## src/sha1he_pkg.sv

```systemverilog
// Shared types and constants for the SHA-1 hash engine.
package sha1he_pkg;

    typedef logic [31:0] t_word;
    typedef logic [4:0][31:0] t_chain;

    localparam int NUM_ROUNDS = 80;
    localparam int BLOCK_WORDS = 16;

    localparam t_chain CHAIN_IV = {
        32'hC3D2E1F0, 32'h10325476, 32'h98BADCFE, 32'hEFCDAB89, 32'h67452301
    };

    localparam t_word K_0 = 32'h5A827999;
    localparam t_word K_1 = 32'h6ED9EBA1;
    localparam t_word K_2 = 32'h8F1BBCDC;
    localparam t_word K_3 = 32'hCA62C1D6;

    localparam logic [7:0] PAD_BYTE = 8'h80;
    localparam logic [5:0] LEN_START = 6'd56;
    localparam logic [5:0] BLOCK_LAST = 6'd63;

    // Write port into the block buffer memory.
    typedef struct packed {
        logic       en;
        logic [3:0] addr;
        t_word      data;
    } t_buf_wr;

    typedef enum logic [1:0] {
        C_IDLE,
        C_PREF,
        C_ROUND,
        C_ADD
    } t_core_state;

    typedef enum logic [1:0] {
        S_IN,
        S_PAD,
        S_COMP,
        S_OUT
    } t_top_state;

endpackage

```

## src/sha1he_compress.sv

```systemverilog
// SHA-1 compression unit: block buffer memory, schedule window and round datapath.
module sha1he_compress (
    input  logic               i_clk,
    input  logic               i_rst_n,
    input  sha1he_pkg::t_buf_wr i_wr,
    input  logic               i_start,
    input  logic               i_init,
    output logic               o_done,
    output sha1he_pkg::t_chain o_chain
);

    sha1he_pkg::t_word       r_mem [sha1he_pkg::BLOCK_WORDS];
    sha1he_pkg::t_word       r_rd_data;
    logic [3:0]              rd_addr;

    sha1he_pkg::t_core_state r_state;
    sha1he_pkg::t_core_state n_state;
    logic [6:0]              r_round;
    sha1he_pkg::t_chain      r_vars;
    sha1he_pkg::t_chain      r_chain;
    sha1he_pkg::t_word       r_sched [sha1he_pkg::BLOCK_WORDS];

    sha1he_pkg::t_word       mix;
    sha1he_pkg::t_word       w;
    sha1he_pkg::t_word       f;
    sha1he_pkg::t_word       k;
    sha1he_pkg::t_word       tmp;
    sha1he_pkg::t_word       va, vb, vc, vd, ve;

    assign o_chain = r_chain;
    assign o_done  = (r_state == sha1he_pkg::C_ADD);

    // Prefetch word 0, then stay one word ahead of the round counter.
    assign rd_addr = (r_state == sha1he_pkg::C_PREF) ? 4'd0 : (r_round[3:0] + 4'd1);

    always_ff @(posedge i_clk) begin
        if (i_wr.en) begin
            r_mem[i_wr.addr] <= i_wr.data;
        end
        r_rd_data <= r_mem[rd_addr];
    end

    always_comb begin
        va  = r_vars[0];
        vb  = r_vars[1];
        vc  = r_vars[2];
        vd  = r_vars[3];
        ve  = r_vars[4];
        mix = r_sched[13] ^ r_sched[8] ^ r_sched[2] ^ r_sched[0];
        w   = (r_round < 7'd16) ? r_rd_data : {mix[30:0], mix[31]};
        if (r_round < 7'd20) begin
            f = (vb & vc) | (~vb & vd);
            k = sha1he_pkg::K_0;
        end else if (r_round < 7'd40) begin
            f = vb ^ vc ^ vd;
            k = sha1he_pkg::K_1;
        end else if (r_round < 7'd60) begin
            f = (vb & vc) | (vb & vd) | (vc & vd);
            k = sha1he_pkg::K_2;
        end else begin
            f = vb ^ vc ^ vd;
            k = sha1he_pkg::K_3;
        end
        tmp = {va[26:0], va[31:27]} + f + ve + k + w;
    end

    always_comb begin
        n_state = r_state;
        unique case (r_state)
            sha1he_pkg::C_IDLE: begin
                if (i_start) begin
                    n_state = sha1he_pkg::C_PREF;
                end
            end
            sha1he_pkg::C_PREF: begin
                n_state = sha1he_pkg::C_ROUND;
            end
            sha1he_pkg::C_ROUND: begin
                if (r_round == 7'(sha1he_pkg::NUM_ROUNDS - 1)) begin
                    n_state = sha1he_pkg::C_ADD;
                end
            end
            sha1he_pkg::C_ADD: begin
                n_state = sha1he_pkg::C_IDLE;
            end
            default: begin
                n_state = sha1he_pkg::C_IDLE;
            end
        endcase
    end

    always_ff @(posedge i_clk) begin
        if (!i_rst_n) begin
            r_state <= sha1he_pkg::C_IDLE;
            r_round <= '0;
            r_chain <= sha1he_pkg::CHAIN_IV;
        end else begin
            r_state <= n_state;
            case (r_state)
                sha1he_pkg::C_IDLE: begin
                    if (i_init) begin
                        r_chain <= sha1he_pkg::CHAIN_IV;
                    end
                end
                sha1he_pkg::C_PREF: begin
                    r_round <= '0;
                end
                sha1he_pkg::C_ROUND: begin
                    r_round <= r_round + 7'd1;
                end
                sha1he_pkg::C_ADD: begin
                    for (int i = 0; i < 5; i++) begin
                        r_chain[i] <= r_chain[i] + r_vars[i];
                    end
                end
                default: begin
                end
            endcase
        end
    end

    // Working variables and schedule window carry no reset.
    always_ff @(posedge i_clk) begin
        if (r_state == sha1he_pkg::C_PREF) begin
            r_vars <= r_chain;
        end else if (r_state == sha1he_pkg::C_ROUND) begin
            r_vars[4] <= vd;
            r_vars[3] <= vc;
            r_vars[2] <= {vb[1:0], vb[31:2]};
            r_vars[1] <= va;
            r_vars[0] <= tmp;
            for (int i = 0; i < sha1he_pkg::BLOCK_WORDS - 1; i++) begin
                r_sched[i] <= r_sched[i + 1];
            end
            r_sched[sha1he_pkg::BLOCK_WORDS - 1] <= w;
        end
    end

endmodule

```

## src/sha1_hash_engine_top.sv

```systemverilog
// Top level of the SHA-1 hash engine: byte intake, padding sequencer and digest output.
//
// The engine hashes a message streamed one byte per input transaction. tdata carries the
// byte, tuser flags whether that byte belongs to the message, and tlast ends the message;
// a transaction with tuser low and tlast high ends a message without a byte, so the empty
// message can be hashed. Bytes are accepted one per cycle while tready is high and packed
// four at a time into a 16-word block buffer memory. When the 64th byte of a block arrives,
// input is held off while the compression unit runs: it prefetches the first buffer word,
// runs the 80 rounds (one round per cycle through a single round datapath) and then folds
// the result into the chaining words. On the end of a message the sequencer appends the
// 0x80 byte, zeros and the 64-bit big-endian bit length at one byte per cycle (up to 72
// bytes), running one or two more compressions, and then presents the five digest words,
// most significant first, on the output stream; tdata holds the word and its index, tlast
// marks the fifth word. The output register lets the next message start while the final
// word still waits. After the fifth word is loaded the chaining words return to the SHA-1
// initial values. The bit length wraps modulo 2^64.
module sha1_hash_engine_top (
    input  logic        i_clk,
    input  logic        i_rst_n,
    // Input stream
    input  logic        i_s_tvalid,
    output logic        o_s_tready,
    input  logic [7:0]  i_s_tdata,   // [7:0] data_byte
    input  logic        i_s_tuser,   // [0] byte_valid
    input  logic        i_s_tlast,   // last
    // Digest stream
    output logic        o_m_tvalid,
    input  logic        i_m_tready,
    output logic [39:0] o_m_tdata,   // [31:0] digest_word, [34:32] word_index, [39:35] zero
    output logic        o_m_tlast    // last_word
);

    sha1he_pkg::t_top_state r_state;
    sha1he_pkg::t_top_state n_state;
    logic [5:0]             r_fill;
    logic [5:0]             n_fill;
    logic [60:0]            r_msg_bytes;
    logic [60:0]            n_msg_bytes;
    logic [23:0]            r_acc;
    logic [23:0]            n_acc;
    logic                   r_pad;
    logic                   n_pad;
    logic                   r_pad_first;
    logic                   n_pad_first;
    logic                   r_len_phase;
    logic                   n_len_phase;
    logic [2:0]             r_out_idx;
    logic [2:0]             n_out_idx;
    logic                   r_m_valid;
    logic                   n_m_valid;
    logic [31:0]            r_m_word;
    logic [2:0]             r_m_idx;
    logic                   r_m_last;
    logic                   out_load;

    logic                   s_accept;
    logic                   push_en;
    logic [7:0]             push_byte;
    logic [63:0]            len_bits;
    logic [5:0]             len_shift;
    logic [7:0]             len_byte;
    logic                   core_start;
    logic                   core_init;
    logic                   core_done;
    sha1he_pkg::t_buf_wr    buf_wr;
    sha1he_pkg::t_chain     chain;

    sha1he_compress u_compress (
        .i_clk   (i_clk),
        .i_rst_n (i_rst_n),
        .i_wr    (buf_wr),
        .i_start (core_start),
        .i_init  (core_init),
        .o_done  (core_done),
        .o_chain (chain)
    );

    assign o_s_tready = (r_state == sha1he_pkg::S_IN);
    assign s_accept   = i_s_tvalid && o_s_tready;

    assign o_m_tvalid = r_m_valid;
    assign o_m_tdata  = {5'd0, r_m_idx, r_m_word};
    assign o_m_tlast  = r_m_last;

    // Length field byte: byte i of the big-endian length sits at bit 8*(7-i).
    assign len_bits  = {r_msg_bytes, 3'b000};
    assign len_shift = {~r_fill[2:0], 3'b000};
    assign len_byte  = 8'(len_bits >> len_shift);

    // Store a word once its fourth byte arrives; start compression on the last byte of a block.
    assign buf_wr.en   = push_en && (r_fill[1:0] == 2'd3);
    assign buf_wr.addr = r_fill[5:2];
    assign buf_wr.data = {r_acc, push_byte};
    assign core_start  = push_en && (r_fill == sha1he_pkg::BLOCK_LAST);

    always_comb begin
        n_state     = r_state;
        n_fill      = r_fill;
        n_msg_bytes = r_msg_bytes;
        n_acc       = r_acc;
        n_pad       = r_pad;
        n_pad_first = r_pad_first;
        n_len_phase = r_len_phase;
        n_out_idx   = r_out_idx;
        n_m_valid   = r_m_valid;
        out_load    = 1'b0;
        push_en     = 1'b0;
        push_byte   = i_s_tdata;
        core_init   = 1'b0;

        unique case (r_state)
            sha1he_pkg::S_IN: begin
                if (s_accept) begin
                    push_en = i_s_tuser;
                    if (i_s_tuser) begin
                        n_msg_bytes = r_msg_bytes + 61'd1;
                    end
                    if (i_s_tlast) begin
                        n_pad       = 1'b1;
                        n_pad_first = 1'b1;
                        n_len_phase = 1'b0;
                        n_state     = sha1he_pkg::S_PAD;
                    end
                    if (i_s_tuser && (r_fill == sha1he_pkg::BLOCK_LAST)) begin
                        n_state = sha1he_pkg::S_COMP;
                    end
                end
            end
            sha1he_pkg::S_PAD: begin
                push_en     = 1'b1;
                n_pad_first = 1'b0;
                if (r_pad_first) begin
                    push_byte = sha1he_pkg::PAD_BYTE;
                end else if (r_len_phase || (r_fill == sha1he_pkg::LEN_START)) begin
                    push_byte   = len_byte;
                    n_len_phase = 1'b1;
                end else begin
                    push_byte = 8'd0;
                end
                if (r_fill == sha1he_pkg::BLOCK_LAST) begin
                    n_state = sha1he_pkg::S_COMP;
                end
            end
            sha1he_pkg::S_COMP: begin
                if (core_done) begin
                    if (r_len_phase) begin
                        n_state   = sha1he_pkg::S_OUT;
                        n_out_idx = 3'd0;
                    end else if (r_pad) begin
                        n_state = sha1he_pkg::S_PAD;
                    end else begin
                        n_state = sha1he_pkg::S_IN;
                    end
                end
            end
            sha1he_pkg::S_OUT: begin
                if (!r_m_valid || i_m_tready) begin
                    out_load  = 1'b1;
                    n_m_valid = 1'b1;
                    n_out_idx = r_out_idx + 3'd1;
                    if (r_out_idx == 3'd4) begin
                        // Digest handed over: restart the chain for the next message.
                        core_init   = 1'b1;
                        n_state     = sha1he_pkg::S_IN;
                        n_pad       = 1'b0;
                        n_len_phase = 1'b0;
                        n_msg_bytes = '0;
                    end
                end
            end
            default: begin
                n_state = sha1he_pkg::S_IN;
            end
        endcase

        if (push_en) begin
            n_fill = r_fill + 6'd1;
            n_acc  = {r_acc[15:0], push_byte};
        end

        // Drop the output word once taken, unless a new one replaces it.
        if (!out_load && r_m_valid && i_m_tready) begin
            n_m_valid = 1'b0;
        end
    end

    always_ff @(posedge i_clk) begin
        if (!i_rst_n) begin
            r_state     <= sha1he_pkg::S_IN;
            r_fill      <= '0;
            r_msg_bytes <= '0;
            r_pad       <= 1'b0;
            r_pad_first <= 1'b0;
            r_len_phase <= 1'b0;
            r_out_idx   <= '0;
            r_m_valid   <= 1'b0;
        end else begin
            r_state     <= n_state;
            r_fill      <= n_fill;
            r_msg_bytes <= n_msg_bytes;
            r_pad       <= n_pad;
            r_pad_first <= n_pad_first;
            r_len_phase <= n_len_phase;
            r_out_idx   <= n_out_idx;
            r_m_valid   <= n_m_valid;
        end
    end

    always_ff @(posedge i_clk) begin
        r_acc <= n_acc;
        if (out_load) begin
            r_m_word <= chain[r_out_idx];
            r_m_idx  <= r_out_idx;
            r_m_last <= (r_out_idx == 3'd4);
        end
    end

endmodule

```

## config.mk

```make
export PLATFORM = sky130hd
export DESIGN_NAME = sha1_hash_engine_top
export DESIGN_NICKNAME = d
export VERILOG_FILES = /design/src/sha1he_pkg.sv /design/src/sha1he_compress.sv /design/src/sha1_hash_engine_top.sv
export SDC_FILE = /design/constraint.sdc
export NUM_CORES = 2
export LEC_CHECK = 0
export ABC_AREA = 1
export BUFFER_PORTS_ARGS = -buffer_cell sky130_fd_sc_hd__buf_2
export CAP_MARGIN = 25
export CORE_MARGIN = 1
export CORE_UTILIZATION = 50
export CTS_CLUSTER_SIZE = 8
export DETAILED_ROUTE_END_ITERATION = 16
export PLACE_DENSITY = 0.68
export SYNTH_ARGS = -nofsm -noshare
export SYNTH_HDL_FRONTEND = slang
export SYNTH_SLANG_ARGS = --single-unit
```

## constraint.sdc

```tcl
create_clock -name i_clk -period 15.9 [get_ports i_clk]
set_input_delay 1.59 -clock i_clk [delete_from_list [all_inputs] [get_ports i_clk]]
set_output_delay 1.59 -clock i_clk [all_outputs]
set_load 0.02 [all_outputs]
```

==> Flow_metrics.wiki <==
{| class="wikitable"
! Metric !! Value
|-
| DPL Wire Length || 176 mm
|-
| Routability congestion estimate from global placement || 1.04
|-
| Number of violations reported at the end of detailed-routing iteration 0 || 7129
|-
| Flops & latches, synth || 1521
|-
| Root cell of the clock tree || clkbuf_16
|-
| Worst hold-check path type || reg -> reg
|-
| Critical path class || reg -> reg
|-
| Fin crit share || 39.6%
|-
| Global-route layer with the greatest usage || met1
|-
| Switching part of the total power || 45.1%
|-
| Warning count from the yosys run || 0
|-
| Cell-internal power || 0.0111 W
|-
| Placeable core region || 148000 sq um
|-
| Hold Violations, Final || 0
|-
| Area leader, netlist || edfxtp_1
|-
| Global Route met3 Usage || 7.50%
|-
| EDFF count, synth || 1244
|-
| Power per cell area || 241 nW/um^2
|-
| Most used flip-flop cell after synthesis || edfxtp_1
|-
| Net count of the finished layout || 8193
|-
| FP Rows || 141
|-
| Number of buffers added to fix hold violations after cts || 0
|-
| Number of antenna violations at the first check in global routing || 7
|-
| Clock power frac || 20.7%
|-
| Die area || 152000 sq um
|-
| Headroom to the max-slew limit || 24.0%
|-
| TritonCTS clock tree || done
|-
| Setup repair after global routing missed its margin || false
|-
| Maximum vdd ir drop || 0.000229 V
|-
| Die span in y || 389 microns
|-
| Met1 layer usage reported by global route || 47.9%
|-
| Post-detailed-route DRC marker count || 0
|-
| Endpoint class of the critical path || flop
|-
| Maxcap violations || 0
|-
| Maximum fanout count along the critical path || 20
|-
| Tot Pwr || 0.0201 W
|-
| Setup fix buffers added after clock tree synthesis || 0
|-
| Maximum number of pins on one net before global-route repair || 165
|-
| Sequential fraction of design power || 31.1%
|-
| DRT Wirelength || 252 mm
|-
| Share of layout cells above drive strength 1 || 5.33%
|-
| Detailed-router iteration count before antenna repair || 6
|-
| Post-CTS clock slew at the launch and capture registers of the worst setup and hold paths || 0.07 ns
|-
| Initial core utilization || 50.6%
|-
| Average cell area after synthesis || 9.62 sq um
|-
| Post-Syn Instances || 7792
|-
| Leakage power figure || 32.3 nW
|-
| Wire length of the first global-routing pass || 365 mm
|-
| Antenna violation net count after detailed routing || 0
|-
| Met2 usage || 47.9%
|-
| CTS Buffer Depth || 3
|-
| Horizontal die dimension || 389 microns
|-
| CTS H-tree depth || 4
|-
| Actual slew at the worst max-slew pin || 1.13 ns
|-
| Relative contribution of combinational cells to total power || 48.2%
|-
| Area share of the leading cell type in the synthesized netlist || 49.8%
|-
| Source-to-sink clock delay at the later pin of the worst-skew pair || 0.86 ns
|-
| Worst hold slack after final layout || 0.362 ns
|-
| Vias in the first global route || 55300
|-
| Total number of vias || 58900
|-
| Fraction of the core area covered by cells at the end of the flow || 56.4%
|-
| Data arrival, critical path || 6.81 ns
|-
| Number of top-level pins || 57
|-
| Post-route setup TNS || 0 ns
|-
| Number of CTS-inserted buffers || 209
|-
| Startpoint class of the critical path || flop
|-
| Top post-synthesis cells by area || edfxtp_1 50%, nand2_1 8.7%, dfxtp_1 7.4%
|-
| Share of synthesized flip-flops with an asynchronous set or reset || 0%
|-
| Status || finished, final reports clean
|-
| Final Max Tran Viols || 0
|-
| Global-route total usage across every layer || 32.8%
|-
| Fraction of the yosys area taken by sequential cells || 57.2%
|-
| Clock Sink Count || 1521
|-
| Psw || 0.00909 W
|-
| Routed vias/inst || 5.94
|-
| Filler Cell Count || 13000
|-
| Setup-failing EPs final || 0
|-
| Max frequency || 159 MHz
|-
| Total congestion overflow after global routing || 0
|-
| DR WL/cell || 25.4 microns
|-
| Max Clock Skew || 0.0913 ns
|-
| Quantity of I/O buffers inserted on ports || 51
|-
| Synthesized cell area || 75000 sq um
|-
| Signed area change from the synthesized netlist to the final layout || 11.4%
|-
| Resized Gates After CTS || 0
|-
| Area used by multi-input combinational logic || 27800 sq um
|-
| Final critical path time including I/O delays and setup || 6.30 ns
|-
| Footprint of the flip-flops and latches || 42900 sq um
|-
| Data required time of the critical path || 16.41 ns
|-
| Unique cell type count in the Yosys netlist || 55
|}
==> power groups by stage <==
stage | Sequential [W] | Combinational, W | Clock, W
floorplan | 0.00612 | 0.00657 | 0
global placement | 0.00627 | 0.00949 | 0
detailed placement | 0.00628 | 0.00950 | 0
CTS | 0.00622 | 0.00955 | 0.00423
global route | 0.00628 | 0.0108 | 0.00439
finish | 0.00626 | 0.00971 | 0.00417
==> state kept, by name, summed over array words and instances (netlist names), 61 cells and up <==
name and cells:
r_msg_bytes 61, u_compress.o_chain 160, u_compress.r_mem 512, u_compress.r_sched 512
==> layout make-up <==
class | count | share of cell area, %
sequential | 1521 | 51.3
multi-input combinational | 5104 | 33.3
tap | 1930 | 2.89
antenna | 5 | 0.0150
clock buffer | 334 | 6.83
clock inverter | 16 | 0.503
inverter | 895 | 4.04
timing repair buffer | 121 | 1.06
==> worst max-delay path, stage by stage, from the launching register on <==
cell	delay, ns
dfxtp_1	0.45
nand2_1	0.11
nand3_1	0.44
nand2_2	0.45
nand2_1	0.76
inv_2	0.38
a221oi_1	0.64
fa_1	0.53
fa_1	0.51
inv_1	0.04
ha_1	0.34
nand2_1	0.10
nor2_1	0.17
nand2_1	0.13
o21ai_0	0.53
nand2_1	0.15
nand2_1	0.09
nand2_1	0.05
nand3_1	0.06
o21ai_0	0.09
==> stage by stage <==
| step | std cells | setup WS [ns] | instance area [sq um] |
|---|---|---|---|
| 3_5_place_dp | 9569 | 9.71 | 77400 |
| 4_1_cts | 9919 | 9.71 | 83500 |
| 2_1_floorplan | 7796 | 1.05 | 75000 |
| 5_1_grt | 9921 | 9.17 | 83500 |
| 3_3_place_gp | 9565 | 9.85 | 77300 |
| 6_report | 9926 | 9.60 | 83600 |
==> synth_stat cells (4+ instances only) <==
cell,instances
nand2_1,1742
edfxtp_1,1244
inv_1,882
nor2_1,694
o21ai_0,674
a21oi_1,431
nand3_1,400
dfxtp_1,277
clkbuf_1,219
ha_1,210
fa_1,117
xnor2_1,104
nand4_1,102
o221ai_1,89
nor3_1,63
o211ai_1,62
o22ai_1,51
o21ai_1,47
o21bai_1,46
a31oi_1,45
xor2_1,42
o21a_1,38
buf_2,28
buf_1,21
nand3b_1,20
or2_2,20
and2_1,16
a21o_1,12
nor4_1,11
a21boi_0,9
nor2_2,9
buf_4,8
inv_2,8
a22oi_1,6
a211oi_1,5
a221oi_1,4
clkinv_1,4
nor3b_1,4
o31ai_1,4
==> final timing paths <==
path,start,to,slack [ns],cells past startpoint
max,u_compress.r_round[3],u_compress.va[18],9.60,19
min reg2reg,u_compress.r_sched[2][32],u_compress.r_sched[2][0],0.36,0
min,u_compress.r_sched[2][32],u_compress.r_sched[2][0],0.36,0
max reg2reg,u_compress.r_round[3],u_compress.va[18],9.60,19
==> cells in the final DEF (no fill, tap or decap), types with 38 or more instances in the layout <==
master	instances
buf_2	50
a21oi_1	431
a31oi_1	45
xor2_1	42
dfxtp_1	274
o211ai_1	62
nand4_1	102
inv_1	879
nor3_1	63
nand2_1	1741
edfxtp_1	1244
o21ai_1	49
o221ai_1	89
clkbuf_16	209
nand3_1	400
clkbuf_1	124
ha_1	206
o21bai_1	46
o21ai_0	671
o22ai_1	51
buf_4	63
fa_1	117
nor2_1	676
xnor2_1	104
o21a_1	38
==> cells by family after synthesis <==
group	Yosys count	synth area share, %
DFF	1521	57.2
AOI/OAI and AO/OA	1535	11.5
other	1	0.00500
adders and majority gates	327	6.63
buffers and inverters	1171	5.95
xor gates and xnor gates	146	1.71
and+or+nand+nor	3091	16.9
==> layer usage <==
layer / share of wire [%] / routed length [microns]
met1: 43 / 107000
met3: 11 / 27400
met2: 43 / 108000
met4: 3.6 / 8990
met5: 0.011 / 28
(Power assumes the default switching activity.)
